### config.mk
export PLATFORM = sky130hd
export DESIGN_NAME = wmdc_window
export DESIGN_NICKNAME = d
export VERILOG_FILES = /design/src/design/window_max_dominant_colorize_defines.svh /design/src/design/wmdc_pkg.sv /design/src/design/wmdc_window.sv
export SDC_FILE = /design/constraint.sdc
export NUM_CORES = 1
export LEC_CHECK = 0
export BUFFER_PORTS_ARGS = -buffer_cell sky130_fd_sc_hd__buf_2
export CAP_MARGIN = 10
export CORE_MARGIN = 1
export CORE_UTILIZATION = 40
export CTS_CLUSTER_SIZE = 16
export DETAILED_ROUTE_END_ITERATION = 10
export GPL_TIMING_DRIVEN = 0
export PLACE_DENSITY_LB_ADDON = 0.08
export SLEW_MARGIN = 20
export SYNTH_ARGS = -nofsm -noshare
export SYNTH_HDL_FRONTEND = slang
export SYNTH_SLANG_ARGS = --single-unit
### constraint.sdc
create_clock -name clk -period 15.1 [get_ports clk]
set_clock_uncertainty 0.15 [all_clocks]
set_input_delay 0.755 -clock clk [delete_from_list [all_inputs] [get_ports clk]]
set_output_delay 0.755 -clock clk [all_outputs]
set_load 0.02 [all_outputs]
### src/design/window_max_dominant_colorize_defines.svh
// Assertion macros shared by the window_max_dominant_colorize RTL.
// Expects clk and arst_n in the scope where a macro is used.
`ifndef WINDOW_MAX_DOMINANT_COLORIZE_DEFINES_SVH
`define WINDOW_MAX_DOMINANT_COLORIZE_DEFINES_SVH

// same-cycle implication
`define WMDC_ASSERT_IMPL(lbl, ante, cons, msg) \
	lbl: assert property (@(posedge clk) disable iff (!arst_n) (ante) |-> (cons)) \
		else $error(msg);

// next-cycle implication
`define WMDC_ASSERT_NEXT(lbl, ante, cons, msg) \
	lbl: assert property (@(posedge clk) disable iff (!arst_n) (ante) |=> (cons)) \
		else $error(msg);

`endif

### src/design/wmdc_pkg.sv
// Package for window_max_dominant_colorize: widths, reset values, codes and types.
// No dependencies.
package wmdc_pkg;

	localparam int MAX_COLS_DEFAULT = 4096;
	localparam int CH_W             = 8;
	localparam int ROW_W            = 16;
	localparam int COL_W            = 12;
	localparam int WIDTH_W          = 13;
	localparam int ALPHA_W          = 9;
	localparam int CFG_DATA_W       = 16;
	localparam int CFG_IDX_W        = 2;

	localparam int MIN_DIM          = 3;
	localparam int ALPHA_ONE        = 256;
	localparam int SAT_MAX          = 255;

	localparam int RST_IMAGE_WIDTH  = 640;
	localparam int RST_IMAGE_HEIGHT = 480;
	localparam int RST_ALPHA        = 0;

	localparam int RES_FIFO_DEPTH   = 8;
	localparam int RES_FIFO_AW      = 3;
	localparam int RES_FIFO_CW      = 4;

	typedef logic [CFG_IDX_W-1:0] cfg_idx_t;
	localparam cfg_idx_t CFG_IMAGE_WIDTH  = 2'd0;
	localparam cfg_idx_t CFG_IMAGE_HEIGHT = 2'd1;
	localparam cfg_idx_t CFG_ALPHA_Q8     = 2'd2;

	typedef struct packed {
		logic [CH_W-1:0] pixel_b;
		logic [CH_W-1:0] pixel_g;
		logic [CH_W-1:0] pixel_r;
		logic [CH_W-1:0] pixel_a;
	} pixel_t;

	typedef struct packed {
		logic [ROW_W-1:0] out_row;
		logic [COL_W-1:0] out_col;
		logic [CH_W-1:0]  out_b;
		logic [CH_W-1:0]  out_g;
		logic [CH_W-1:0]  out_r;
		logic [CH_W-1:0]  out_a;
	} result_t;

	typedef struct packed {
		logic [ROW_W-1:0] row;
		logic [COL_W-1:0] col;
	} coord_t;

	typedef enum logic [1:0] {
		DOM_R = 2'b00,
		DOM_G = 2'b01,
		DOM_B = 2'b10
	} dom_t;

	typedef struct packed {
		logic   valid;
		dom_t   dom;
		coord_t coord;
		pixel_t center;
	} boost_req_t;

endpackage

### src/design/wmdc_window.sv
// 3x3 window registers, per-channel neighborhood maximum and dominant-channel pick.
// Depends on wmdc_pkg.
module wmdc_window (
	input  logic                 clk,
	input  logic                 arst_n,
	input  logic                 shift,
	input  logic                 emit,
	input  wmdc_pkg::coord_t     coord,
	input  wmdc_pkg::pixel_t     col_up,
	input  wmdc_pkg::pixel_t     col_mid,
	input  wmdc_pkg::pixel_t     col_px,
	output logic                 valid_s2,
	output wmdc_pkg::boost_req_t req_s3
);
	import wmdc_pkg::*;

	pixel_t          win_q [3][3];
	coord_t          coord_s2;
	logic [CH_W-1:0] mb, mg, mr;
	dom_t            dom;

	always_ff @(posedge clk or negedge arst_n) begin
		if (!arst_n) begin
			for (int r = 0; r < 3; r++) begin
				for (int c = 0; c < 3; c++) begin
					win_q[r][c] <= '0;
				end
			end
		end else if (shift) begin
			for (int r = 0; r < 3; r++) begin
				win_q[r][0] <= win_q[r][1];
				win_q[r][1] <= win_q[r][2];
			end
			win_q[0][2] <= col_up;
			win_q[1][2] <= col_mid;
			win_q[2][2] <= col_px;
		end
	end

	always_comb begin
		mb = '0;
		mg = '0;
		mr = '0;
		for (int r = 0; r < 3; r++) begin
			for (int c = 0; c < 3; c++) begin
				if (win_q[r][c].pixel_b > mb) mb = win_q[r][c].pixel_b;
				if (win_q[r][c].pixel_g > mg) mg = win_q[r][c].pixel_g;
				if (win_q[r][c].pixel_r > mr) mr = win_q[r][c].pixel_r;
			end
		end
		// ties: R, then G, then B
		if (mr >= mg && mr >= mb) begin
			dom = DOM_R;
		end else if (mg >= mb) begin
			dom = DOM_G;
		end else begin
			dom = DOM_B;
		end
	end

	always_ff @(posedge clk or negedge arst_n) begin
		if (!arst_n) begin
			valid_s2 <= 1'b0;
			req_s3   <= '0;
		end else begin
			valid_s2     <= shift && emit;
			req_s3.valid <= valid_s2;
			if (valid_s2) begin
				req_s3.dom    <= dom;
				req_s3.coord  <= coord_s2;
				req_s3.center <= win_q[1][1];
			end
		end
	end

	always_ff @(posedge clk) begin
		if (shift) begin
			coord_s2 <= coord;
		end
	end

endmodule

## Word level (Yosys, flattened, before mapping)

Index checks and enable logic that the tools add are counted.

| cells by class | value |
|---|---|
| $lt $le $gt $ge | 30 |
| mux-type cells | 29 |
| reductions and logical operators | 2 |

Operators with widths:

| operator | count |
|---|---|
| two-way mux 8 bit | 27 |
| greater-than comparator 8 bit | 24 |
| greater-or-equal comparator 8 bit | 3 |
| greater-than comparator 8 x 1 -> 1 bit (second input constant) | 3 |
| two-way mux 2 bit | 2 |
| logical AND 1 bit | 2 |

| word-level totals | value |
|---|---|
| register bits | 324 |
| bits of input ports | 128 |
| output and inout port bits | 64 |
| logic and storage cells | 101 |

## Depth between registers and ports, before layout

| logic depth | value |
|---|---|
| depth in word-level cells | 21 |
| mapped depth | 101 |
| depth with buffers taken out | 98 |

## Worst setup path after synthesis

OpenSTA, ideal clock, no wires.

| timing | value |
|---|---|
| path kind | register to register |
| start point | reg win_q[274] in the netlist's numbering |
| end point | reg req_s3[61] in the netlist's numbering |
| setup time | 67 ps |
| arrival time | 16507 ps |
| data required time | 14883 ps |
| setup slack | -1624 ps |
| cell stages (with the launch flop) | 96 |
| buffers on the path | 4 |
| period minus slack after synthesis | 16724 ps |
| path through | dfrtp_1 -> inv_1 -> ha_1 -> o21a_1 -> o31ai_1 -> a21o_1 -> a21oi_1 -> mux2i_1 -> ha_1 -> a21oi_1 -> nand2_1 -> a21oi_1 -> a21o_1 -> clkbuf_1 -> o21ai_0 -> ha_1 -> o21a_1 -> nor2_1 -> [60 not listed] -> nand4b_1 -> mux2_2 -> ha_1 -> nand2b_1 -> a21oi_1 -> nor2b_1 -> o21ai_0 -> nand2b_1 -> a21oi_1 -> nor2b_1 -> o21ai_0 -> nand2b_1 -> a21oi_1 -> o21ai_0 -> o311a_1 -> o21bai_1 -> nor3_1 -> a311o_1 |

| between the ends | value |
|---|---|
| cells in the longest elaborated chain, start to end | 21 |
| elaborated cells on any way between the ends | 23 |
| those cells by class | order compare: 11; mux: 11; reduce/logical: 1 |

Ends and longest elaborated chain:

| what | line | RTL |
|---|---|---|
| start, declared | wmdc_window.sv:17 | `pixel_t win_q [3][3];` |
| start signal, assigned by index | wmdc_window.sv:31 | `win_q[r][0] <= win_q[r][1];` |
| start signal, assigned by index | wmdc_window.sv:32 | `win_q[r][1] <= win_q[r][2];` |
| greater-than comparator 8 x 1 -> 1 bit | wmdc_window.sv:47 | `if (win_q[r][c].pixel_g > mg) mg = win_q[r][c].pixel_g;` |
| two-way mux 8 bit * | wmdc_window.sv:47 |  |
| greater-than comparator 8 bit | wmdc_window.sv:47 |  |
| two-way mux 8 bit * | wmdc_window.sv:47 |  |
| greater-than comparator 8 bit | wmdc_window.sv:47 |  |
| two-way mux 8 bit * | wmdc_window.sv:47 |  |
| greater-than comparator 8 bit | wmdc_window.sv:47 |  |
| two-way mux 8 bit * | wmdc_window.sv:47 |  |
| [5 not listed] | -- |  |
| two-way mux 8 bit * | wmdc_window.sv:47 |  |
| greater-than comparator 8 bit | wmdc_window.sv:47 |  |
| two-way mux 8 bit * | wmdc_window.sv:47 |  |
| greater-than comparator 8 bit | wmdc_window.sv:47 |  |
| two-way mux 8 bit * | wmdc_window.sv:47 |  |
| greater-or-equal comparator 8 bit (on tied branches) | wmdc_window.sv:54, wmdc_window.sv:52 |  |
| two-way mux 2 bit or logical AND 1 bit (tied branches) | wmdc_window.sv:54, wmdc_window.sv:52 |  |
| two-way mux 2 bit * | wmdc_window.sv:52 | `if (mr >= mg && mr >= mb) begin` |
| end, declared | wmdc_window.sv:13 | `output wmdc_pkg::boost_req_t req_s3` |

Mark *: on every way between the ends. The rest lies on a longest branch, timed or not.
A chain may end at the register's enable or synchronous reset.

## Worst setup path after layout

| timing | value |
|---|---|
| start point | reg win_q[247] in the netlist's numbering |
| end point | reg req_s3[61] in the netlist's numbering |

| between the ends | value |
|---|---|
| cells in the longest elaborated chain, start to end | 19 |
| elaborated cells on any way between the ends | 21 |
| those cells by class | order compare: 10; mux: 10; reduce/logical: 1 |

Ends and longest elaborated chain:

| what | line |
|---|---|
| greater-than comparator 8 bit | wmdc_window.sv:47 |
| two-way mux 8 bit * | wmdc_window.sv:47 |
| greater-than comparator 8 bit | wmdc_window.sv:47 |
| two-way mux 8 bit * | wmdc_window.sv:47 |
| greater-than comparator 8 bit | wmdc_window.sv:47 |
| two-way mux 8 bit * | wmdc_window.sv:47 |
| greater-than comparator 8 bit | wmdc_window.sv:47 |
| two-way mux 8 bit * | wmdc_window.sv:47 |
| [3 not listed] | -- |
| two-way mux 8 bit * | wmdc_window.sv:47 |
| greater-than comparator 8 bit | wmdc_window.sv:47 |
| two-way mux 8 bit * | wmdc_window.sv:47 |
| greater-than comparator 8 bit | wmdc_window.sv:47 |
| two-way mux 8 bit * | wmdc_window.sv:47 |
| greater-or-equal comparator 8 bit (on tied branches) | wmdc_window.sv:54, wmdc_window.sv:52 |
| two-way mux 2 bit or logical AND 1 bit (tied branches) | wmdc_window.sv:54, wmdc_window.sv:52 |
| two-way mux 2 bit * | wmdc_window.sv:52 |

Marked as above.

==> results by stage <==
Critical path:
- The critical path is of the register to register type.
- Across all register-to-register paths, the minimum setup slack is -1.18 ns.
- The slowest library cell on the worst path is dfrtp_1.
- Of all nets on the critical path, the largest fanout is 5.
- The delay contributed by the slowest stage of the critical path is 0.41 ns.
- The worst endpoint required time is ~15 ns.
- The startpoint class of the critical path is a register.
- The kind of capture point of the worst setup path is a register.
- The critical path data arrival time is approximately 17 ns.
- The most numerous cell type found on the critical path is buf_4.

Timing:
- Setup repair after global routing could not meet its margin everywhere.
- The ratio of final minimum period to clock period is 1.08.
- In this run the tightest slew margin relative to its limit is 0.256.
- The final hold slack is -0.00453 ns.
- The routed design could run at a clock period as short as about 16 ns.
- The final setup violation count is 2.
- The actual slew at the worst max-slew pin is around 1.1 ns.
- The achievable frequency is roughly 60 MHz.
- The count of final hold-check violations is 2.
- The post-route worst setup slack is -1.18 ns.
- The number of slew-limit violations in the final report is 0.

Logic synthesis:
- By area the synthesized netlist is led by dfrtp_1, mux2_2, ha_1.
- The most used flip-flop cell after synthesis is dfrtp_1.
- The net count after synthesis is about 2300.
- Summing every instance area after synthesis gives 20200 µm².
- After synthesis, the mean cell area works out to 10.1 µm².
- In this run, synthesis inferred 28 flip-flops with an integrated enable.
- The flip-flop and latch count after synthesis is 324.
- The number of distinct library cells after synthesis is 91.
- For this run, asynchronously set or reset flops after synthesis account for 0.914.
- Yosys printed 0 warnings.
- In the synthesized netlist, the number of instances is about 2000.
- The share of synthesized area in the top cell type comes to 0.367.
- The portion of the post-synthesis area used by sequential elements is 0.409.
- The synthesized design spends more area on one cell type than any other, namely dfrtp_1.

Placement:
- The HPWL after detailed placement is about 40 mm.
- During placement, the flow inserted port buffers numbering approximately 180.
- The final weighted congestion in routability-driven placement is between 0.8 and 0.9.
- After detailed placement, the total cell area comes to between 20000 and 25000 µm².

Global route:
- The number of global-route vias before repair is roughly 17000.
- The residual overflow from global routing is 0.
- The aggregate global-route resource usage is 0.224.
- The initial antenna violation count is 2.
- The first-pass GRT wire length is between 80 and 90 mm.
- The largest net degree at the start of global routing is 90.

Floorplan:
- After floorplanning, the core was sized to cover about 49000 µm².
- The die area is 51300 µm².
- The initial utilization of the core area, before any placement, comes to 0.409.
- The number of rows created at floorplan is 81.
- The number of I/O pins is about 190.
- The vertical die dimension is about 230 µm.
- The die is around 230 µm wide.

Layout:
- The count of antenna diodes in the layout is 0.
- Summing all multi-input logic gate instances after layout gives about 12000 µm².
- The commonest non-fill, non-tap cell in the layout is dfrtp_1.
- In the layout the commonest cells are dfrtp_1, mux2_2, nand2_1.
- After the last flow step, the layout net total stands at around 2700.
- Compared with the post-synthesis result, the final layout area differs by 30.0%.
- The area used by sequential logic in the layout is 8250 µm².
- The fraction of layout instances using a drive strength above 1 is 0.377.
- The number of fill cells in the layout is ~4500.
- With fillers left out, the area of the finished cells amounts to 26200 µm².

Drt:
- After detailed routing, the average wire length per cell comes to roughly 18 µm.
- The detailed router's first-iteration violation count is ~900.
- The number of DRC violations after detailed routing is 0.
- Across all layers, the routed design uses between 15000 and 20000 vias.
- The count of TritonRoute iterations in the first routing pass is 5.
- The number of vias per cell is between 5 and 6.
- The post-detailed-routing wire length is 57.0 mm.
- The count of nets left with antenna violations after detail routing is 0.

Clocking:
- Clock-pin slew was measured on the worst setup and hold paths at about 0.060 ns.
- The hold buffer count at CTS is 0.
- The root buffer cell chosen for the clock tree is clkbuf_16.
- At the later pin of the worst-skew pair, clock insertion delay measures ~0.57 ns.
- The H-tree was split into 2 levels.
- The longest clock path from root to sink contains 3 buffers.
- The CTS tree is done.
- The number of clock buffers added by TritonCTS is between 40 and 50.
- The tree built by TritonCTS fans out to approximately 320 sinks.

Worst hold path:
- The path class of the tightest hold or removal check is input port to asynchronous set/reset pin.

Job:
- The number of violations of the max-capacitance limit is 0.

Run status:
- The checks that failed: hold timing, setup timing.
- The run finished, with violations left.
[state kept, by name, summed over array words and instances (netlist names)]
| name | flops |
|---|---|
| win_q | 232 |
| coord_s2 | 28 |
| req_s3 | 63 |
| valid_s2 | 1 |
[cells by family (layout without fill, tap and decap cells)]
group,count (synthesis),count (layout),synth area share
mux,291,291,0.159
fa+ha+maj,185,185,0.115
compound gates,504,504,0.162
xor+xnor,11,11,0.00478
flops,324,324,0.409
buf+inv,230,660,0.0429
simple gates,452,452,0.108
[what timing repair did]
action | CTS | global route
setup endpoints to repair | 2 | 2
gates cloned | 5 | 1
endpoints found under the hold margin | 0 | 0
setup buffers | 131 | 43
pin swaps | 97 | 97
gates resized for setup | 162 | 138
[synthesized netlist by cell type (all sizes together) (6+ instances only)]
| cell type | n |
|---|---|
| nand2b | 19 |
| o211a | 7 |
| edfxtp | 28 |
| nor2 | 84 |
| mux2i | 57 |
| nor3 | 22 |
| and2 | 12 |
| ha | 184 |
| a21oi | 102 |
| nand2 | 187 |
| inv | 164 |
| nand4 | 17 |
| a211oi | 17 |
| nor2b | 21 |
| and4 | 14 |
| clkbuf | 65 |
| o21ai | 194 |
| nand3 | 34 |
| and3 | 12 |
| or2 | 6 |
| a221o | 6 |
| o31ai | 15 |
| o211ai | 13 |
| a31oi | 12 |
| o21a | 26 |
| a21o | 40 |
| xnor2 | 7 |
| mux2 | 234 |
| dfrtp | 296 |
| or3 | 7 |
[path summary, 6_finish.rpt]
kind	from	end	depth (start not counted)
min	arst_n	win_q[220]	1
max in group asynchronous	arst_n	req_s3[5]	3
min in group clk	coord[11]	coord_s2[11]	1
min reg2reg	valid_s2	req_s3[62]	0
max reg2reg	win_q[247]	req_s3[61]	96
max	win_q[247]	req_s3[61]	96
[per-layer routing]
layer,track usage,share of wire,up-vias
met2,0.367,0.46,308
met5,0,0.00023,-
li1,-,-,8064
met3,0.0404,0.039,107
met4,0.0822,0.036,2
met1,0.294,0.46,8186
[area by class of cell]
class	count	area share
Sequential cell	324	0.315
Multi-Input combinational cell	1443	0.474
Inverter	164	0.0236
Clock inverter	13	0.00473
Timing Repair Buffer	357	0.0899
Buffer	65	0.0134
Tap cell	664	0.0317
Clock buffer	61	0.0483
[worst max-delay path, delay by kind of cell, from the launching register on]
kind,cells,cell delay (ns)
AOI/OAI and AO/OA,40,6.73
adders and majority gates,9,2.32
DFF,1,0.41
and+or+nand+nor,22,2.56
buffers and inverters,20,2.54
muxes,5,1.48
[metrics by stage]
| stage | setup slack [ns] | util | instances | hold slack, ns | TNS [ns] |
|---|---|---|---|---|---|
| 2_1_floorplan | -0.0555 | - | 1997 | 0.300 | -0.0555 |
| 3_3_place_gp | -2.55 | 0.448 | 2836 | 0.238 | -5.08 |
| 3_5_place_dp | -2.71 | 0.450 | 2839 | 0.245 | -5.39 |
| 4_1_cts | -1.17 | 0.513 | 3049 | 0.00673 | -2.28 |
| 5_1_grt | -2.04 | 0.531 | 3091 | 0.0229 | -4.09 |
| 6_report | -1.18 | 0.531 | 3091 | -0.00453 | -2.36 |
Power is not shown: default switching activity piles up to over one toggle a cycle in this logic, so the estimate is an artifact.
