## config.mk

```make
export PLATFORM = sky130hd
export DESIGN_NAME = wmdc_boost
export DESIGN_NICKNAME = d
export VERILOG_FILES = /design/src/design/window_max_dominant_colorize_defines.svh /design/src/design/wmdc_pkg.sv /design/src/design/wmdc_boost.sv
export SDC_FILE = /design/constraint.sdc
export NUM_CORES = 1
export LEC_CHECK = 0
export BUFFER_PORTS_ARGS = -buffer_cell sky130_fd_sc_hd__buf_2
export CAP_MARGIN = 0
export CORE_MARGIN = 2
export CORE_UTILIZATION = 45
export DETAILED_ROUTE_END_ITERATION = 8
export GPL_TIMING_DRIVEN = 0
export PLACE_DENSITY_LB_ADDON = 0.12
export SYNTH_ARGS = -nofsm -noshare
export SYNTH_HDL_FRONTEND = slang
export SYNTH_SLANG_ARGS = --single-unit
```

## constraint.sdc

```tcl
create_clock -name vclk -period 25.5
set_input_delay 5.1 -clock vclk [all_inputs]
set_output_delay 5.1 -clock vclk [all_outputs]
set_load 0.1 [all_outputs]
```

## src/design/window_max_dominant_colorize_defines.svh

```systemverilog
// Assertion macros shared by the window_max_dominant_colorize RTL.
// Expects clk and arst_n in the scope where a macro is used.
`ifndef WINDOW_MAX_DOMINANT_COLORIZE_DEFINES_SVH
`define WINDOW_MAX_DOMINANT_COLORIZE_DEFINES_SVH

// same-cycle implication
`define WMDC_ASSERT_IMPL(lbl, ante, cons, msg) \
	lbl: assert property (@(posedge clk) disable iff (!arst_n) (ante) |-> (cons)) \
		else $error(msg);

// next-cycle implication
`define WMDC_ASSERT_NEXT(lbl, ante, cons, msg) \
	lbl: assert property (@(posedge clk) disable iff (!arst_n) (ante) |=> (cons)) \
		else $error(msg);

`endif

```

## src/design/wmdc_pkg.sv

```systemverilog
// Package for window_max_dominant_colorize: widths, reset values, codes and types.
// No dependencies.
package wmdc_pkg;

	localparam int MAX_COLS_DEFAULT = 4096;
	localparam int CH_W             = 8;
	localparam int ROW_W            = 16;
	localparam int COL_W            = 12;
	localparam int WIDTH_W          = 13;
	localparam int ALPHA_W          = 9;
	localparam int CFG_DATA_W       = 16;
	localparam int CFG_IDX_W        = 2;

	localparam int MIN_DIM          = 3;
	localparam int ALPHA_ONE        = 256;
	localparam int SAT_MAX          = 255;

	localparam int RST_IMAGE_WIDTH  = 640;
	localparam int RST_IMAGE_HEIGHT = 480;
	localparam int RST_ALPHA        = 0;

	localparam int RES_FIFO_DEPTH   = 8;
	localparam int RES_FIFO_AW      = 3;
	localparam int RES_FIFO_CW      = 4;

	typedef logic [CFG_IDX_W-1:0] cfg_idx_t;
	localparam cfg_idx_t CFG_IMAGE_WIDTH  = 2'd0;
	localparam cfg_idx_t CFG_IMAGE_HEIGHT = 2'd1;
	localparam cfg_idx_t CFG_ALPHA_Q8     = 2'd2;

	typedef struct packed {
		logic [CH_W-1:0] pixel_b;
		logic [CH_W-1:0] pixel_g;
		logic [CH_W-1:0] pixel_r;
		logic [CH_W-1:0] pixel_a;
	} pixel_t;

	typedef struct packed {
		logic [ROW_W-1:0] out_row;
		logic [COL_W-1:0] out_col;
		logic [CH_W-1:0]  out_b;
		logic [CH_W-1:0]  out_g;
		logic [CH_W-1:0]  out_r;
		logic [CH_W-1:0]  out_a;
	} result_t;

	typedef struct packed {
		logic [ROW_W-1:0] row;
		logic [COL_W-1:0] col;
	} coord_t;

	typedef enum logic [1:0] {
		DOM_R = 2'b00,
		DOM_G = 2'b01,
		DOM_B = 2'b10
	} dom_t;

	typedef struct packed {
		logic   valid;
		dom_t   dom;
		coord_t coord;
		pixel_t center;
	} boost_req_t;

endpackage

```

## src/design/wmdc_boost.sv

```systemverilog
// Scales the center pixel: dominant channel by 1+alpha, others by 1-alpha, saturated.
// Depends on wmdc_pkg.
module wmdc_boost (
	input  wmdc_pkg::boost_req_t req,
	input  logic [wmdc_pkg::ALPHA_W-1:0] alpha,
	output logic                 push,
	output wmdc_pkg::result_t    res
);
	import wmdc_pkg::*;

	localparam int PHI_W  = ALPHA_W + 1;
	localparam int PROD_W = CH_W + PHI_W;

	logic [PHI_W-1:0] plus, minus, phi_b, phi_g, phi_r;

	function automatic logic [CH_W-1:0] scale_sat(input logic [CH_W-1:0] v,
		input logic [PHI_W-1:0] phi);
		logic [PROD_W-1:0]        prod;
		logic [PROD_W-CH_W-1:0]   q;
		prod = PROD_W'(v) * PROD_W'(phi);
		q = prod[PROD_W-1:CH_W];
		return (q > (PROD_W-CH_W)'(SAT_MAX)) ? CH_W'(SAT_MAX) : q[CH_W-1:0];
	endfunction

	always_comb begin
		plus  = PHI_W'(ALPHA_ONE) + PHI_W'(alpha);
		minus = PHI_W'(ALPHA_ONE) - PHI_W'(alpha);
		phi_b = minus;
		phi_g = minus;
		phi_r = minus;
		case (req.dom)
			DOM_R:   phi_r = plus;
			DOM_G:   phi_g = plus;
			DOM_B:   phi_b = plus;
			default: phi_r = plus;
		endcase
		push        = req.valid;
		res.out_row = req.coord.row;
		res.out_col = req.coord.col;
		res.out_b   = scale_sat(req.center.pixel_b, phi_b);
		res.out_g   = scale_sat(req.center.pixel_g, phi_g);
		res.out_r   = scale_sat(req.center.pixel_r, phi_r);
		res.out_a   = req.center.pixel_a;
	end

endmodule

```

# ---- Word level (Yosys, flattened, before mapping)
# Index checks and enable logic that the tools add are counted.
dict set report totals {
  wordCells 17
  register_bits 0
}
dict set report op_classes {
  mux 6
  order_cmp 3
  n_mul 3
  reduce_logical 1
  n_eq_ne 2
  addsub 2
}
# cell count
set op_table {}
lappend op_table {{$mul 8x10->18} 3}
lappend op_table {{$gt 10x8->1 const B} 3}
lappend op_table {{$mux 10} 3}
lappend op_table {{$mux 8} 3}
lappend op_table {{$add 9x9->10 const A} 1}
lappend op_table {{$sub 9x9->10 const A} 1}
lappend op_table {{$eq 2x1->1 const B} 1}
lappend op_table {{$eq 2x2->1 const B} 1}
lappend op_table {{$reduce_or 2->1} 1}

# ---- Longest topological paths before layout
# Gate-level depths: netlist of run 1.
dict set report logic_depth {
  depth_word 6
  ltp_mapped 22
  mapped_depth_nobuf 21
}

# ---- Worst setup path before layout of run 1
# No wires, ideal clock.
dict set report synth_path {
  kind {input port to output port}
  start {input alpha[0] (netlist bit)}
  end {output res[30] (netlist bit)}
  t_required_ps 20400
  cell_stages 21
  arrival_time_ps 12076
  path_slack_ps 8324
  path_cell_list {inv_1 > ha_1 > nor3b_2 > nor3b_2 > nor3b_1 > nor2_1 > xnor2_1 > and2_1 > fa_1 > fa_1 > fa_1 > inv_1 > fa_1 > inv_1 > ha_1 > a21oi_1 > nor2_1 > o21ai_0 > nand2b_1 > a22o_1 > o31ai_1}
}
# element line
set synth_lines {}
lappend synth_lines {{start, declared} wmdc_boost.sv:5} ;# input logic [wmdc_pkg::ALPHA_W-1:0] alpha,
lappend synth_lines {{end, declared} wmdc_boost.sv:7} ;# output wmdc_pkg::result_t res

==> reports/qor.yml, run 1 <==
dp_hpwl_um: 17200
outcome: "complete, no violations"
num_vias: 7097
io_pins: 133
grt_pass1_vias: 6793
post_cts_resized: 0
end_kind: "output port"
cp.arrival_ps: 12090
die_w_um: 143
track_usage_pct: 19.9
post-route-min-period_ps: 17190
clkbuf_count: 0
tightest_slew_ps: 919
die-height_um: 143
antenna_found_initial: 1
synth.avg_cell_area_sq_um: 8.62
max_freq_ghz: 0.0582
maxSlewHeadroom_pct: 38.3
die-area_sq_mm: 0.0205
cap_violations: 0
placed_area_sq_mm: 0.00951
fin_nets: 1425
ys_types: 75
synth_seq_area_share_pct: 0
syn_to_final_growth_pct: 8.82
maxSlewViolCount: 0
finalCritPeriodShare_pct: 67.4
start_util_pct: 46.2
crit_fanout: 8
startpoint_type: "input port"
cp.required_ps: 20400
path_class: "input port to output port"
seq_cells: 0
holdPathEnd: "res[44]"
regArea_sq_um: 0
port_buffers: 89
avgViaCountPerCell: 5.21
diodes: 0
synth_fp_nets: 1334
hold_path_class: "input port to output port"
layout_common_cells: "inv_1, fa_1, nor2b_1"
setup_viol: 0
tns_ps: 0
drive_gt1_share_pct: 14.9
hold_viol: 0
synthCells: 1013
rsz0062_at_grt: "no"
final_antenna_net_count: 0
gp_congestion: 0.816
syn_area_sq_mm: 0.00873
grt_pass1_wl_um: 33600
cts_hold_buf: 0
rows: 50
drc_errors: 0
dr.pass1.iters: 5
wire_per_inst_um: 14.9
design_area_sq_mm: 0.00951
layout_commonest_cell: "inv_1"
drt_wl_total_um: 20300
min-delay-start: "req[44]"
grt_remaining_overflow: 0
grt_max_degree: 11
ys_warn_count: 0
cts_setup_buffers: 0
hold_depth: 2
core-area_sq_mm: 0.0189
drt_iter0_drc: 209
==> cells in the mapped netlist (6+ instances only) <==
cell type  count  area, sq um
xor2_1         8         70.1
a211oi_1       8         60.1
nand2b_1      35          219
o21ai_0       20          100
nand3_1       13         65.1
nand2_1       35          131
and2_1        67          419
and3_1         8         50.1
nor2b_1      116          726
nor2_1        49          184
fa_1         141         2820
a21o_1        11         82.6
nor3_1         7         35.0
clkbuf_1      10         37.5
xnor2_1       29          254
inv_1        170          638
a21oi_1       29          145
o21bai_1       6         45.0
ha_1         108         1350
buf_4         40          300
==> cell families (layout without fill, tap and decap cells) <==
family,Yosys count,count (layout),synth area share (%)
AO/OA/AOI/OAI,136,136,12.0
XOR/XNOR,37,37,3.71
adder cells (fa/ha/maj),249,249,47.8
buffers and inverters,226,315,11.6
multiplexers,6,6,1.05
AND/OR/NAND/NOR,359,359,23.8
==> critical path: stages <==
cell and delay, ps:
buf_2 170, inv_1 150, ha_1 230, nor3b_2 280, nor3b_2 320, nor3b_1 360
nor2_1 90, xnor2_1 650, and2_1 260, fa_1 430, fa_1 470, fa_1 540
inv_1 50, fa_1 530, inv_1 40, ha_1 350, a21oi_1 270, o21ai_0 160
a311o_1 350, a311o_1 360, a211oi_4 410, o21ai_1 160, buf_2 330
==> stage by stage <==
stage	hold WS, ps	instances	setup WS (ps)	util, %
final	10580	1362	8310	50.3
after global routing	10590	1362	7890	50.3
after CTS	10580	1362	8320	50.3
after detailed placement	10580	1362	8330	50.3
after global placement	10580	1362	8350	50.3
after floorplan	10410	1013	8320	-
==> worst max-delay path by stage <==
stage / from / endpoint / slack [ps] / cells after the start
6_report: alpha[0] / res[24] / 8310 / 23
4_1_cts: alpha[0] / res[24] / 8320 / 23
3_3_place_gp: alpha[0] / res[24] / 8350 / 23
5_1_grt: alpha[0] / res[24] / 7890 / 23
3_5_place_dp: alpha[0] / res[24] / 8330 / 23
2_1_floorplan: alpha[0] / res[30] / 8320 / 21
==> layer usage <==
layer | vias to the layer above | global-route usage (%) | part of all wire (%)
met5 | - | 0 | 0.059
met4 | 2 | 1.81 | 0.86
met3 | 17 | 0.900 | 4.5
met2 | 180 | 33.4 | 47
met1 | 3488 | 29.6 | 47
li1 | 3410 | - | -
==> cell type report <==
cell class	count	area [sq um]
fill	1911	9390
multi-input combinational	787	7720
inverter	172	646
timing repair buffer	89	445
buffer	54	370
tap	260	325
Power of run 1 is left out: the tool's default activity adds up to more than one toggle a clock period on the data nets, which glitch-free logic cannot reach.
==> run 2: changes to the inputs <==
--- a/config.mk
+++ b/config.mk
@@ -5,6 +5,7 @@
 export SDC_FILE = /design/constraint.sdc
 export NUM_CORES = 1
 export LEC_CHECK = 0
+export ABC_AREA = 1
 export BUFFER_PORTS_ARGS = -buffer_cell sky130_fd_sc_hd__buf_2
 export CAP_MARGIN = 0
 export CORE_MARGIN = 2
==> constraint.sdc (replaced) <==
create_clock -name vclk -period 14.15
set_input_delay 2.83 -clock vclk [all_inputs]
set_output_delay 2.83 -clock vclk [all_outputs]
set_load 0.1 [all_outputs]
==> run 2 against run 1 <==
Non-clock buffer count decreased by 5. Synthesized area decreased by 1.5%. First-iteration DRC count increased by 89%. Via count increased by 8.8%. Sequential cell count unchanged. Routed wire length increased by 1.4%. Critical path type unchanged.
==> reports/qor.yml, run 2 <==
hold-worst-slack_ps: 6040
multi_input_area_sq_mm: 0.00729
min-delay-start: "req[51]"
diodes: 0
final_antenna_net_count: 0
holdPathEnd: "res[51]"
die-height_um: 142
fin_cells: 1546
syn_area_sq_mm: 0.00861
end_kind: "output port"
ys_warn_count: 0
layout_commonest_cell: "inv_1"
post_cts_resized: 0
setup_viol: 0
max_freq_ghz: 0.0828
avgViaCountPerCell: 4.99
seq_cells: 0
cpPeakStageDelay_ps: 550
gp_congestion: 0.909
synthCells: 1217
grt_remaining_overflow: 0
core-area_sq_mm: 0.0187
fin_nets: 1635
start_util_pct: 46.0
yosysMostFrequentCell: "inv_1"
post-route-min-period_ps: 12070
hold_path_class: "input port to output port"
synthTopCellsByCount: "inv_1, nand2_1, nor2_1"
drive_gt1_share_pct: 13.7
maxSlewViolCount: 0
rows: 50
wire_per_inst_um: 13.3
port_buffers: 95
die-area_sq_mm: 0.0202
cts_hold_buf: 0
ys_types: 38
dp_slack_ps: 2090
n_fill_cell: 1957
tns_ps: 0
cp.arrival_ps: 9240
rsz0062_at_grt: "no"
die_w_um: 142
cp.required_ps: 11320
regArea_sq_um: 0
layout_common_cells: "inv_1, nand2_1, nor2_1"
grt_pass1_wl_um: 35600
ys_top_cells_by_area: "fa_1, ha_1, inv_1, nand2_1, nor2_1"
grt_max_degree: 11
io_pins: 133
synth.avg_cell_area_sq_um: 7.07
num_vias: 7720
yosysTopAreaCellShare_pct: 32.8
startpoint_type: "input port"
synth_seq_area_share_pct: 0
dp_hpwl_um: 18500
cp-startpoint: "alpha[0]"
grt_pass1_vias: 7458
path_class: "input port to output port"
setup_ws_ps: 2080
tightest_slew_ps: 535
cts_setup_buffers: 0
synth_fp_nets: 1538
slowest_stage: "fa_1"
maxSlewHeadroom_pct: 64.3
syn_to_final_growth_pct: 8.93
hold_depth: 2
drc_errors: 0
hold_viol: 0
drt_wl_total_um: 20600
antenna_found_initial: 0
dr.pass1.iters: 5
finalCritPeriodShare_pct: 85.3
yosys.area.top_type: "fa_1"
cap_violations: 0
dp_cells: 1546
clkbuf_count: 0
drt_iter0_drc: 395
outcome: "complete, no violations"
track_usage_pct: 21.3
crit_fanout: 10
==> run 2: changes by cell type in the layout (fill, tap and decap cells not counted), moves of 8 or more <==
cell      change
xnor2_1      -16
and3_1        -8
nand2_1     +189
nor2b_1     -116
nor2_1      +133
inv_1        +90
nand2b_1     -35
nand3_1      +33
and2_1       -67
a21oi_1      +31
nand2_2      +14
inv_2         +9
a211oi_1      -8
==> run 2: worst max-delay path by stage <==
stage,end,slack (ps),cells after the start
after floorplan,res[24],2970,25
after global placement,res[25],2120,27
after detailed placement,res[26],2090,30
after CTS,res[25],2080,30
after global routing,res[26],1590,30
final,res[25],2080,28
==> run 2: routing by layer <==
layer / track usage [%] / vias up / routed length (um)
met1: 31.7 / 3667 / 9800
met3: 0.673 / 6 / 1030
met2: 36.5 / 178 / 9660
met4: 1.25 / 0 / 108
met5: 0 / - / 0
li1: - / 3869 / -
==> run 2: worst max-delay path, delay by kind of cell <==
family	cells	cell delay [ps]
and+or+nand+nor	10	1020
AOI/OAI and AO/OA	3	680
buffers and inverters	9	2060
adders and majority gates	6	2640
==> run 2: area by class of cell <==
type	instances	share of cell area, %
repair buffers	95	5.07
inverters	270	10.8
multi-input cells	904	77.8
plain buffers	43	3.20
well taps	234	3.12
==> run 2: cell families after synthesis <==
family                     after synthesis  synth area share [%]
AOI/OAI and AO/OA                      125                  8.65
xor gates and xnor gates                15                  1.61
adders and majority gates              249                  48.5
buffers and inverters                  313                  15.3
and+or+nand+nor                        515                  25.9
==> run 2: stage by stage <==
stage | utilization [%] | cell area, sq um
global route | 50.1 | 9370
global placement | 50.1 | 9370
finish | 50.1 | 9370
floorplan | - | 8610
detailed placement | 50.1 | 9370
CTS | 50.1 | 9370
Power of run 2 is left out for the same reason.
==> run 3: changes to the inputs <==
--- a/config.mk
+++ b/config.mk
@@ -6,11 +6,11 @@
 export NUM_CORES = 1
 export LEC_CHECK = 0
 export ABC_AREA = 1
-export BUFFER_PORTS_ARGS = -buffer_cell sky130_fd_sc_hd__buf_2
 export CAP_MARGIN = 0
 export CORE_MARGIN = 2
 export CORE_UTILIZATION = 45
 export DETAILED_ROUTE_END_ITERATION = 8
+export DONT_BUFFER_PORTS = 1
 export GPL_TIMING_DRIVEN = 0
 export PLACE_DENSITY_LB_ADDON = 0.12
 export SYNTH_ARGS = -nofsm -noshare
==> run 3 against run 2 <==
Core utilization decreased by 2.5 points. Highest routed layer unchanged. Sequential cell count did not move. Sequential share of layout area is the same. Via count shrank 3.3%. Cell count is 6.1% lower. Non-clock buffer count is 95 lower. Setup slack worse by 80 ps. Critical path depth shrank 4. Maximum frequency is 0.66% lower. Routed wire length about the same.
==> reports/qor.yml, run 3 (synthesis gave the netlist of run 2 again) <==
outcome: "complete, no violations"
startpoint_type: "input port"
core-area_sq_mm: 0.0187
max_freq_ghz: 0.0823
post-route-min-period_ps: 12150
cp_num_buf_inv: 7
tns_ps: 0
gp_congestion: 0.888
maxSlewHeadroom_pct: 31.0
track_usage_pct: 21.1
drt_wl_total_um: 20600
maxSlewViolCount: 0
wire_per_inst_um: 14.2
drt_iter0_drc: 358
cts_hold_buf: 0
dp_hpwl_um: 18400
drc_errors: 0
layout_common_cells: "inv_1, nand2_1, nor2_1"
rows: 50
num_vias: 7462
start_util_pct: 46.0
drive_gt1_share_pct: 6.98
final_antenna_net_count: 0
path_common_cell: "inv_1"
cap_violations: 0
crit_fanout: 10
crit_chain: "clkbuf_1 -> clkbuf_1 -> inv_1 -> ha_1 -> xnor2_1 -> nand2_1 -> o21ai_0 -> inv_1 -> nor2_1 -> fa_1 -> fa_1 -> fa_1 -> inv_1 -> fa_1 -> inv_1 -> ha_1 -> a21oi_1 -> o21ai_0 -> inv_1 -> nand2_1 -> nand2_1 -> nand3_1 -> nand2_1 -> nand3_1"
avgViaCountPerCell: 5.14
seq_cells: 0
port_buffers: 0
antenna_found_initial: 0
finalCritPeriodShare_pct: 85.9
clkbuf_count: 0
cpPeakStageDelay_ps: 820
cp.required_ps: 11320
slowest_stage: "nand3_1"
regArea_sq_um: 0
hold_path_class: "input port to output port"
grt_remaining_overflow: 0
cp_top_family: "adder cells"
rsz0062_at_grt: "no"
path_class: "input port to output port"
layout_commonest_cell: "inv_1"
die_w_um: 142
fin_nets: 1540
hold_viol: 0
grt_pass1_wl_um: 35300
post_cts_resized: 0
end_kind: "output port"
dr.pass1.iters: 5
fin_util_pct: 47.6
cp.arrival_ps: 9320
die-area_sq_mm: 0.0202
syn_to_final_growth_pct: 3.40
diodes: 0
die-height_um: 142
grt_max_degree: 11
io_pins: 133
tightest_slew_ps: 1030
grt_pass1_vias: 7225
cts_setup_buffers: 0
setup_viol: 0
## run 3: cell types whose count changed in the layout (fill, tap and decap cells not counted), sizes merged
cell | previous run | this run
buf | 132 | 37
## run 3: per-stage QoR
step           area, sq um  setup slack (ps)  hold WS, ps  cells
4_1_cts               8900              2020         5870   1451
5_1_grt               8900              1460         5870   1451
6_report              8900              2000         5870   1451
2_1_floorplan         8610              2970         5870   1217
3_3_place_gp          8900              2070         5870   1451
3_5_place_dp          8900              2040         5870   1451
## run 3: area by class of cell
type / count / area [sq um]
inverters: 270 / 1020
fillers: 1951 / 9810
plain buffers: 43 / 300
well taps: 234 / 293
multi-input cells: 904 / 7290
## run 3: final timing paths
kind | from | endpoint | slack [ps] | depth (start not counted)
min | req[43] | res[43] | 5870 | 1
max | alpha[0] | res[25] | 2000 | 24
## run 3: metal layers
| metal | up-vias | share of wire [%] | track usage [%] |
|---|---|---|---|
| met5 | - | 0 | 0 |
| met4 | 0 | 0.83 | 1.46 |
| met3 | 10 | 4.9 | 1.78 |
| met2 | 164 | 46 | 35.1 |
| met1 | 3604 | 48 | 31.3 |
| li1 | 3684 | - | - |
Power of run 3 is left out for the same reason.
