--- src/design/window_max_dominant_colorize_defines.svh ---
// Assertion macros shared by the window_max_dominant_colorize RTL.
// Expects clk and arst_n in the scope where a macro is used.
`ifndef WINDOW_MAX_DOMINANT_COLORIZE_DEFINES_SVH
`define WINDOW_MAX_DOMINANT_COLORIZE_DEFINES_SVH

// same-cycle implication
`define WMDC_ASSERT_IMPL(lbl, ante, cons, msg) \
	lbl: assert property (@(posedge clk) disable iff (!arst_n) (ante) |-> (cons)) \
		else $error(msg);

// next-cycle implication
`define WMDC_ASSERT_NEXT(lbl, ante, cons, msg) \
	lbl: assert property (@(posedge clk) disable iff (!arst_n) (ante) |=> (cons)) \
		else $error(msg);

`endif

--- src/design/wmdc_pkg.sv ---
// Package for window_max_dominant_colorize: widths, reset values, codes and types.
// No dependencies.
package wmdc_pkg;

	localparam int MAX_COLS_DEFAULT = 4096;
	localparam int CH_W             = 8;
	localparam int ROW_W            = 16;
	localparam int COL_W            = 12;
	localparam int WIDTH_W          = 13;
	localparam int ALPHA_W          = 9;
	localparam int CFG_DATA_W       = 16;
	localparam int CFG_IDX_W        = 2;

	localparam int MIN_DIM          = 3;
	localparam int ALPHA_ONE        = 256;
	localparam int SAT_MAX          = 255;

	localparam int RST_IMAGE_WIDTH  = 640;
	localparam int RST_IMAGE_HEIGHT = 480;
	localparam int RST_ALPHA        = 0;

	localparam int RES_FIFO_DEPTH   = 8;
	localparam int RES_FIFO_AW      = 3;
	localparam int RES_FIFO_CW      = 4;

	typedef logic [CFG_IDX_W-1:0] cfg_idx_t;
	localparam cfg_idx_t CFG_IMAGE_WIDTH  = 2'd0;
	localparam cfg_idx_t CFG_IMAGE_HEIGHT = 2'd1;
	localparam cfg_idx_t CFG_ALPHA_Q8     = 2'd2;

	typedef struct packed {
		logic [CH_W-1:0] pixel_b;
		logic [CH_W-1:0] pixel_g;
		logic [CH_W-1:0] pixel_r;
		logic [CH_W-1:0] pixel_a;
	} pixel_t;

	typedef struct packed {
		logic [ROW_W-1:0] out_row;
		logic [COL_W-1:0] out_col;
		logic [CH_W-1:0]  out_b;
		logic [CH_W-1:0]  out_g;
		logic [CH_W-1:0]  out_r;
		logic [CH_W-1:0]  out_a;
	} result_t;

	typedef struct packed {
		logic [ROW_W-1:0] row;
		logic [COL_W-1:0] col;
	} coord_t;

	typedef enum logic [1:0] {
		DOM_R = 2'b00,
		DOM_G = 2'b01,
		DOM_B = 2'b10
	} dom_t;

	typedef struct packed {
		logic   valid;
		dom_t   dom;
		coord_t coord;
		pixel_t center;
	} boost_req_t;

endpackage

--- src/design/wmdc_result_fifo.sv ---
// Result queue between the boost stage and the output channel.
// Depends on wmdc_pkg and window_max_dominant_colorize_defines.svh.
`include "window_max_dominant_colorize_defines.svh"
module wmdc_result_fifo (
	input  logic                              clk,
	input  logic                              arst_n,
	input  logic                              push,
	input  wmdc_pkg::result_t                 push_data,
	input  logic                              pop,
	output logic                              valid,
	output wmdc_pkg::result_t                 data,
	output logic [wmdc_pkg::RES_FIFO_CW-1:0]  count
);
	import wmdc_pkg::*;

	result_t                mem_q [RES_FIFO_DEPTH];
	logic [RES_FIFO_AW-1:0] wr_ptr_q, rd_ptr_q;
	logic [RES_FIFO_CW-1:0] count_q;

	always_ff @(posedge clk or negedge arst_n) begin
		if (!arst_n) begin
			wr_ptr_q <= '0;
			rd_ptr_q <= '0;
			count_q  <= '0;
		end else begin
			if (push) wr_ptr_q <= wr_ptr_q + RES_FIFO_AW'(1);
			if (pop) rd_ptr_q <= rd_ptr_q + RES_FIFO_AW'(1);
			if (push && !pop) begin
				count_q <= count_q + RES_FIFO_CW'(1);
			end else if (pop && !push) begin
				count_q <= count_q - RES_FIFO_CW'(1);
			end
		end
	end

	always_ff @(posedge clk) begin
		if (push) begin
			mem_q[wr_ptr_q] <= push_data;
		end
	end

	assign valid = (count_q != '0);
	assign data  = mem_q[rd_ptr_q];
	assign count = count_q;

	`WMDC_ASSERT_IMPL(a_fifo_no_overflow, push, (count_q < RES_FIFO_CW'(RES_FIFO_DEPTH)) || pop, "result fifo overflow")
	`WMDC_ASSERT_NEXT(a_fifo_count_up, push && !pop, count_q == RES_FIFO_CW'($past(count_q) + 1'b1), "result fifo count did not advance")

endmodule

--- config.mk ---
export PLATFORM = sky130hd
export DESIGN_NAME = wmdc_result_fifo
export DESIGN_NICKNAME = d
export VERILOG_FILES = /design/src/design/wmdc_pkg.sv /design/src/design/wmdc_result_fifo.sv
export VERILOG_INCLUDE_DIRS = /design/src /design/src/design
export SDC_FILE = /design/constraint.sdc
export NUM_CORES = 1
export LEC_CHECK = 0
export BUFFER_PORTS_ARGS = -buffer_cell sky130_fd_sc_hd__clkbuf_2
export CAP_MARGIN = 40
export CORE_UTILIZATION = 25
export CTS_CLUSTER_DIAMETER = 50
export DETAILED_ROUTE_END_ITERATION = 8
export PLACE_DENSITY = 0.5
export REMOVE_ABC_BUFFERS = 1
export SLEW_MARGIN = 20
export SYNTH_ARGS = -nofsm -noshare
export SYNTH_HDL_FRONTEND = slang
export SYNTH_SLANG_ARGS = --single-unit
--- constraint.sdc ---
create_clock -name clk -period 7.6 [get_ports clk]
set_input_delay 0.38 -clock clk [delete_from_list [all_inputs] [get_ports clk]]
set_output_delay 0.38 -clock clk [all_outputs]
set_load 0.01 [all_outputs]
; Yosys cells after proc, flatten, opt, wreduce, memory -nomap -nowiden
; Memories as Yosys holds them, arrays and structs flattened.
; Index checks and enable logic that the tools add are counted.
[word_totals]
reg_bits = 10
ramBits = 480
inputBits = 64
out_inout_bits = 65
word_cells = 18
memories = 1
[mem_list]
columns = name, depth, word_bits, read_ports, rd_ports_with_merged_regs, write_ports, line_no
row1 = mem_q, 8, 60, 1, 0, 1, wmdc_result_fifo.sv:16  ; result_t mem_q [RES_FIFO_DEPTH];
[classes]
add_sub_neg = 4
muxes = 4
n_reduce_logical = 6
[ops]
columns = op, count
row1 = two-way mux 4 bit, 2
row2 = "adder 3 x 1 -> 3 bit, second input constant", 2
row3 = "adder 4 x 1 -> 4 bit, second input constant", 1
row4 = nonzero test 4 bit, 1
row5 = "subtractor 4 x 1 -> 4 bit, second input constant", 1
row6 = logical AND 1 bit, 2
row7 = zero test 1 bit, 2
row8 = two-way mux 1 bit, 2
row9 = nonzero test 2 bit, 1

; Depth between registers and ports, before layout
; Gate-level depths: netlist of run 1.
[depth]
word_depth = 4
mapped_depth = 7
depth_no_buf = 7

; Least setup slack after synthesis of run 1
; OpenSTA, ideal clock, no wires.
[synth_timing]
path_kind = reg2reg
startpoint = register wr_ptr_q[1]
endpoint = memory mem_q[0][0] in the netlist's numbering (enable)
setup_ns = 0.552
t_arrival_ns = 4.656
required_time_ns = 7.048
path_slack_ns = 2.392
path_stages_with_launch = 3
n_path_buf = 0
period_less_slack_ns = 5.208
cell_sequence = dfrtp_1 > nand2b_1 > nor3_1
[synth_lines]
columns = item, line_no
row1 = start: declaration, wmdc_result_fifo.sv:17  ; logic [RES_FIFO_AW-1:0] wr_ptr_q, rd_ptr_q;
row2 = start signal: assignment, wmdc_result_fifo.sv:26  ; if (push) wr_ptr_q <= wr_ptr_q + RES_FIFO_AW'(1);
row3 = end: declaration, wmdc_result_fifo.sv:16
; Straight into the memory's write port.

==> run summary, run 1 <==
The final net count came out at 1,009. The number of failing hold endpoints at the final stage is 0. Cells fill 30.9% of the core in the end.

The global-route wire length before repair is 60.7 mm. The highest ir drop seen on vdd is 0.000320 V. The weighted congestion at the end of routability-driven global placement came out at 0.652. The met1 track demand over resource in global routing is 13.7%. The class of the most critical setup path is reg2out. The die extent in x is 276 µm. In this run the critical register-to-register path is captured at mem_q[1][14]$_DFFE_PP_. The total length of routed wires came out at 40.5 mm. The average via count per standard cell came out at 4.28.

Yosys printed 0 warnings. The residual antenna-violating net count after detailed routing is 0. For flop-to-flop paths, the worst setup slack is 5.22 ns. The count of buffers added by post-CTS timing repair for setup came out at 0.

The post-synthesis cell area came out at 18,800 µm². The number of slew-limit violations in the final report came out at 0. After detailed routing, the average wire length per cell comes to 20.7 µm.

The class of the tightest hold or removal check is in2reg. The placed wire-length estimate is 21.2 mm. Of the total power, the clock network draws 34.0%. At the pin with the least slew margin, the transition time is 0.978 ns. Summed over all instances, the cell type with the most area after synthesis is edfxtp_1. Between clock sinks in the finished design, the worst skew comes to 0.0174 ns. Traced cell by cell, the critical path runs through buf_4 > mux4_2 > mux2_2 > clkbuf_2. CTS saw 490 sinks. The total CTS buffers is 67. The synthesis-to-layout area growth came out at 22.4%.

The synthesized design contains 490 register bits. The worst hold path stage count is 1. At the later pin of the worst-skew pair, clock insertion delay measures 0.59 ns. The overall die area is 76,200 µm². The filler cell count in the final layout came out at 7,129.

The worst-case clock buffer depth is 3. Setup repair after global routing left no endpoint under its margin. The total DRC errors in the routed layout is 0. The switching fraction of total power came out at 28.7%.

A synthesized cell averages 24.9 µm². The largest fanout on the critical path is 48. On the worst path, the slowest cell contributes a delay of 0.91 ns. The global routing's busiest layer is met2. The number of port buffers came out at 128. The boundary pin count came out at 129. The depth of the most critical reg-to-reg path is 3. For the worst setup path, the data required time is 7.22 ns.

The starting density of the core came out at 25.3%. The worst setup path is captured at an output pin. The combinational power share is 26.6%. The internal power consumption came out at 6520 µW. The nature of the critical path startpoint is a flip-flop. The number of global-route vias before repair came out at 9,356. Among all stages on the critical path, the largest delay is contributed by dfrtp_4.

The leading cell type in the layout, fill and taps excluded is edfxtp_1. The hold buffer count at CTS came out at 1. The worst path uses 45.2% of the clock period. Summed over all cells, the static leakage comes to 0.00749 µW. Leaving out fill and tap cells, the most frequent cells in the layout are 480 x edfxtp_1, 128 x clkbuf_2, 93 x mux4_2. The distinct cell type count after synthesis came out at 28. Entering global routing, the biggest net connects 113 pins. The number of max-capacitance violations reported came out at 0. For this run the aggregate overflow at the end of global routing stands at 0. The arrival time of the worst setup path came out at 3.05 ns.

The sequential group share of total power is 39.3%. The area of the multi-input gates is 3870 µm². The startpoint identified for the worst hold timing path is push_data[22]. The initial antenna violation count is 5. The number of gates resized after cts is 0. The clock input transition at the sequential cells of the worst setup and hold paths came out at 0.06 ns. The startpoint of the worst register-to-register path is wr_ptr_q[1]$_DFFE_PN0P_.

The met3 track demand over resource in global routing is 3.06%. The final setup violation count came out at 0. The violation count after the first detailed-routing iteration came out at 682. For hold timing, the worst endpoint is mem_q[7][22]$_DFFE_PP_.

The floorplan has 100 rows. The total vias in the final route came out at 8,381. Ranked by total cell area, the synthesized netlist is headed by edfxtp_1 77%, mux4_2 11%, mux4_1 3.8%. The share of Yosys cell area claimed by the top area cell type is 76.8%. The total negative setup slack is 0 ns.

The total global-route track usage came out at 10.8%. The global routing met2 resource utilization is 17.8%. Dividing total power by cell area gives a power density of 398 nW/µm². Cells with a size suffix above 1 make up 42.8% of the layout. In this run the standard cell core region covers 74,300 µm². The minimum clock period after layout is 3.43 ns. The detailed-routing iteration count for the pre-antenna-repair pass came out at 4. Measured along the y axis, the die boundary spans 276 µm. Summing the sequential cell areas from Yosys gives 78.1% of the chip area. The maximum frequency from static timing analysis is 291 MHz. The flow ran to the end, and the final reports show no timing, DRC or antenna violations.

The analysis attributes to net switching a power of 2620 µW. The H-tree generated during clock tree synthesis spans 3 levels. The synthesized instance count came out at 753. The TritonCTS clock tree is built. In this run the tightest slew margin relative to its limit is 34.8%. The sequential cell area is 14,700 µm². The tree is rooted in a clkbuf_16.
[stage by stage]
| stage | cell area, µm² | hold WS (ns) | instances | total power [µW] | worst slack, ns |
|---|---|---|---|---|---|
| floorplan | 18500 | 0.0844 | 718 | 5360 | 1.85 |
| global route | 23000 | 0.0465 | 1957 | 9590 | 3.96 |
| CTS | 22900 | 0.0172 | 1953 | 9340 | 4.05 |
| global placement | 20500 | 0.275 | 1829 | 6140 | 4.67 |
| finish | 23000 | 0.0650 | 1958 | 9140 | 4.17 |
| detailed placement | 20600 | 0.278 | 1834 | 6180 | 4.69 |
[registers in the layout, summed over array words and instances (netlist names)]
name,flops
wr_ptr_q,3
mem_q,480
count,4
rd_ptr_q,3
[how the worst max path moves through the flow]
stage | slack, ns | endpoint | start
floorplan | 1.85 | data[20] | rd_ptr_q[0]$_DFFE_PN0P_
global placement | 4.67 | data[41] | rd_ptr_q[1]$_DFFE_PN0P_
detailed placement | 4.69 | data[32] | rd_ptr_q[0]$_DFFE_PN0P_
CTS | 4.05 | data[21] | rd_ptr_q[1]$_DFFE_PN0P_
global route | 3.96 | data[20] | rd_ptr_q[0]$_DFFE_PN0P_
finish | 4.17 | data[16] | rd_ptr_q[1]$_DFFE_PN0P_
[synth_stat cells]
cell type and n:
edfxtp_1 480, mux4_2 93, mux2_2 63, mux4_1 27
clkbuf_1 14, dfrtp_1 10, buf_12 7, buf_1 6
nand2_1 6, nor2_1 6, ha_1 5, buf_2 4
buf_6 4, xnor2_1 4, nand2b_1 3, nor3_1 3
a21oi_1 2, inv_1 2, nand3_1 2, o211ai_1 2
or4_1 2, xor2_1 2, a2111o_1 1, fa_1 1
mux2i_1 1, nand3b_1 1, o21ai_0 1, or3_1 1
[layer usage]
metal | part of all wire (%) | vias to the layer above
met4 | 2.2 | 8
met3 | 5.2 | 74
met1 | 44 | 4507
li1 | - | 3631
met2 | 49 | 161
met5 | 0.13 | -
[power groups by stage]
stage                     Combinational [µW]  Sequential [µW]  Clock [µW]
after floorplan                         1550             3810           0
after global placement                  2490             3650           0
after detailed placement                2520             3670           0
after CTS                               2530             3610        3200
after global routing                    2650             3640        3300
final                                   2430             3600        3110
[cell type report]
cell class              instances  area share, %
flip-flops and latches        490           63.9
multi-input cells             226           16.9
clock buffers                  78           7.75
well taps                     969           5.28
repair buffers                152           4.19
clock inverters                40           2.01
inverters                       2         0.0327
diodes                          1         0.0109
[cell families (layout without fill, tap and decap cells)]
kind of cell,after synthesis,in the layout,share of synthesized area (%)
other cells,0,1,0
fa+ha+maj,6,6,0.440
xor+xnor,6,6,0.280
simple gates,24,24,0.627
buf+inv,37,272,1.53
compound gates,6,6,0.220
flops,490,490,78.1
mux,184,184,18.8
[critical path, delay by kind of cell (launching register included)]
family | cells | cell delay (ns)
DFF | 1 | 0.91
buffers and inverters | 2 | 0.78
muxes | 2 | 0.72
No activity file was read; power rests on OpenSTA's default activity.
==> run 2: changes to the inputs <==
Clock period 7.6 ns to 3.45 ns, I/O delays scaled along.
==> run summary, run 2 (same netlist as run 1, synthesis figures left out) <==
Outcome: finished, final reports clean (unchanged). The end-of-flow core utilization came to 31.3% (was 30.9%). The global-route wire length before repair is 60.2 mm (was 60.7 mm).

The final instance area was 23,200 µm² (was 23,000 µm²). The die extent in x came to 276 µm (unchanged). The total vias in the final route came to 8,451 (was 8,381). The beginning of the critical path is rd_ptr_q[0]$_DFFE_PN0P_ (was rd_ptr_q[1]$_DFFE_PN0P_). The switching power total came to 5750 µW (was 2620 µW). The source of the worst hold timing path was pop (was push_data[22]). The hold buffer count at CTS is 64 (was 1). The number of slew-limit violations in the final report came out at 0 (unchanged). The total global-route track usage came out at 10.7% (was 10.8%). The synthesis-to-layout area growth is 23.9% (was 22.4%). The TritonCTS clock tree is built (unchanged).

The average via count per standard cell came out at 4.19 (was 4.28). The initial antenna violation count is 3 (was 5). The highest routing layer actually used is met5 (unchanged). The length of routed met3 wiring was 1.75 mm (was 2.11 mm). The met1 layer wirelength in the final routing is 17.1 mm (was 17.8 mm). The wire length on met2 came out at 20.4 mm (was 19.7 mm). The share of cells above drive strength 1 is 39.8% (was 42.8%). The placed wire-length estimate came out at 21.6 mm (was 21.2 mm). The reported leakage power came out at 0.00761 µW (was 0.00749 µW). The overall die area came out at 76,200 µm² (unchanged). The residual antenna-violating net count after detailed routing is 0 (unchanged). The TritonCTS sink count is 490 (unchanged). The final worst-path cycle share is 85.4%.

The instance area at placement was 20,700 µm² (was 20,600 µm²). The library cell used as clock root buffer is clkbuf_16 (unchanged). The filler cell count in the final layout is 7,164 (was 7,129). Cell breakdown of the critical path: buf_12 > mux4_1 > mux2_2 > clkbuf_2 (was buf_4 > mux4_2 > mux2_2 > clkbuf_2). The class of the most critical setup path is reg2out (unchanged). Derived from the worst setup path, the maximum achievable clock frequency is 339 MHz. The core area came out at 74,300 µm² (unchanged). The violation count after the first detailed-routing iteration is 427 (was 682). The height of the chip came to 276 µm (unchanged). RSZ-0062 raised after global routing: no (unchanged). The slew at the pin with the worst max-slew slack came out at 0.740 ns (was 0.978 ns). The nature of the critical path startpoint was a flip-flop (unchanged). The clock input transition at the sequential cells of the worst setup and hold paths came out at 0.05 ns (was 0.06 ns). The final worst clock skew came out at 0.0264 ns (was 0.0174 ns).

The number of port buffers came out at 128 (unchanged). The final setup violation count came out at 0 (unchanged). The critical path's slowest cell is dfrtp_4 (unchanged). The startpoint of the worst register-to-register path was wr_ptr_q[1]$_DFFE_PN0P_ (unchanged).

The arrival time of the worst setup path came out at 2.77 ns (was 3.05 ns). The detailed-routing iteration count for the pre-antenna-repair pass is 4 (unchanged). The boundary pin count came out at 129 (unchanged).

The count of standard-cell rows came out at 100 (unchanged). The largest fanout on the critical path came out at 45 (was 48). The number of global-route vias before repair is 9,355 (was 9,356). The sequential group share of total power is 41.0% (was 39.3%). The relative slew slack came out at 50.5% (was 34.8%).

The total power divided by cell area came out at 827 nW/µm² (was 398 nW/µm²). The class of the tightest hold or removal check is in2reg (unchanged). The stage delay of the slowest cell on the critical path came out at 0.68 ns (was 0.91 ns). The total length of routed wires was 40.1 mm (was 40.5 mm). The required time at the endpoint of the critical path came out at 3.28 ns (was 7.22 ns).

The worst-case clock buffer depth came to 3 (unchanged). The nature of the critical path endpoint is an output pin (unchanged). The total negative setup slack is 0 ns (unchanged). The clock latency of the later-clocked register in the worst-skew pair is 0.62 ns (was 0.59 ns).

The flip-flop count of the largest register, all copies and words added is 480 (unchanged). The average routed wire per standard cell is 19.9 µm (was 20.7 µm). The number of max-capacitance violations reported was 0 (unchanged). The H-tree depth reported by CTS came to 2 (was 3). Commonest non-fill, non-tap cells in the layout: 480 x edfxtp_1, 128 x clkbuf_2, 93 x mux4_2 (unchanged). The combinational power share came out at 28.7% (was 26.6%). The total CTS buffers came to 61 (was 67). The starting density of the core is 25.3% (unchanged). The worst hold margin is 0.373 ns (was 0.0650 ns). The number of failing hold endpoints at the final stage came out at 0 (unchanged). The number of gates resized after cts came to 0 (unchanged).

The register with the highest flop count is mem_q (unchanged). The remaining global-route overflow is 0 (unchanged). The highest ir drop seen on vdd is 0.000397 V (was 0.000320 V).

The largest net degree at the start of global routing came to 69 (was 113). The minimum clock period after layout is 2.95 ns. The register-to-register setup slack came to 1.36 ns (was 5.22 ns). The total DRC errors in the routed layout is 0 (unchanged). The final net count was 1,065 (was 1,009). The clock share of power came out at 30.3% (was 34.0%). The leading cell type in the layout, fill and taps excluded is edfxtp_1 (unchanged). The switching fraction of total power is 29.9% (was 28.7%).

The count of buffers added by post-CTS timing repair for setup came out at 0 (unchanged). The weighted congestion at the end of routability-driven global placement is 0.661 (was 0.652). The internal power consumption came out at 13,500 µW (was 6520 µW).
==> run 2: area by class of cell <==
class / instances / area, µm² / area share, %
inverter: 2 / 7.51 / 0.0323
clock buffer: 67 / 1550 / 6.66
antenna: 2 / 5.00 / 0.0215
multi-input combinational: 226 / 3870 / 16.7
sequential: 490 / 14700 / 63.1
timing repair buffer: 214 / 1580 / 6.81
tap: 969 / 1210 / 5.22
clock inverter: 45 / 340 / 1.46
==> run 2: worst paths after layout <==
check	to	cells after the start
worst max-delay path	data[20]	4
worst min-delay path	rd_ptr_q[0]$_DFFE_PN0P_	3
worst max register to register	mem_q[1][30]$_DFFE_PP_	3
worst min register to register	count[2]$_DFFE_PN0P_	2
max in group asynchronous	rd_ptr_q[0]$_DFFE_PN0P_	3
min in group asynchronous	wr_ptr_q[0]$_DFFE_PN0P_	3
==> run 2: per-layer routing <==
layer | track usage [%] | vias up
li1 | - | 3752
met1 | 13.3 | 4473
met2 | 18.4 | 162
met3 | 2.37 | 62
met4 | 3.38 | 2
met5 | 0 | -
==> run 2: critical path: cells and delay by family, from the launching register on <==
kind                   cells  cell delay [ns]
buffers and inverters      2             0.55
DFF                        1             0.68
muxes                      2             0.91
==> run 2: stage by stage <==
stage	setup slack (ns)	cells	total power (µW)
2_1_floorplan	-2.09	718	11600
3_3_place_gp	1.03	1837	13600
3_5_place_dp	1.03	1837	13700
4_1_cts	0.360	2013	19700
5_1_grt	0.314	2015	20200
6_report	0.504	2015	19200
==> run 2: power groups by stage <==
stage	registers (µW)	logic, µW	clock network, µW
2_1_floorplan	8350	3200	0
3_3_place_gp	7990	5630	0
3_5_place_dp	8040	5670	0
6_report	7890	5510	5830
4_1_cts	7920	5740	6050
5_1_grt	7990	5980	6260
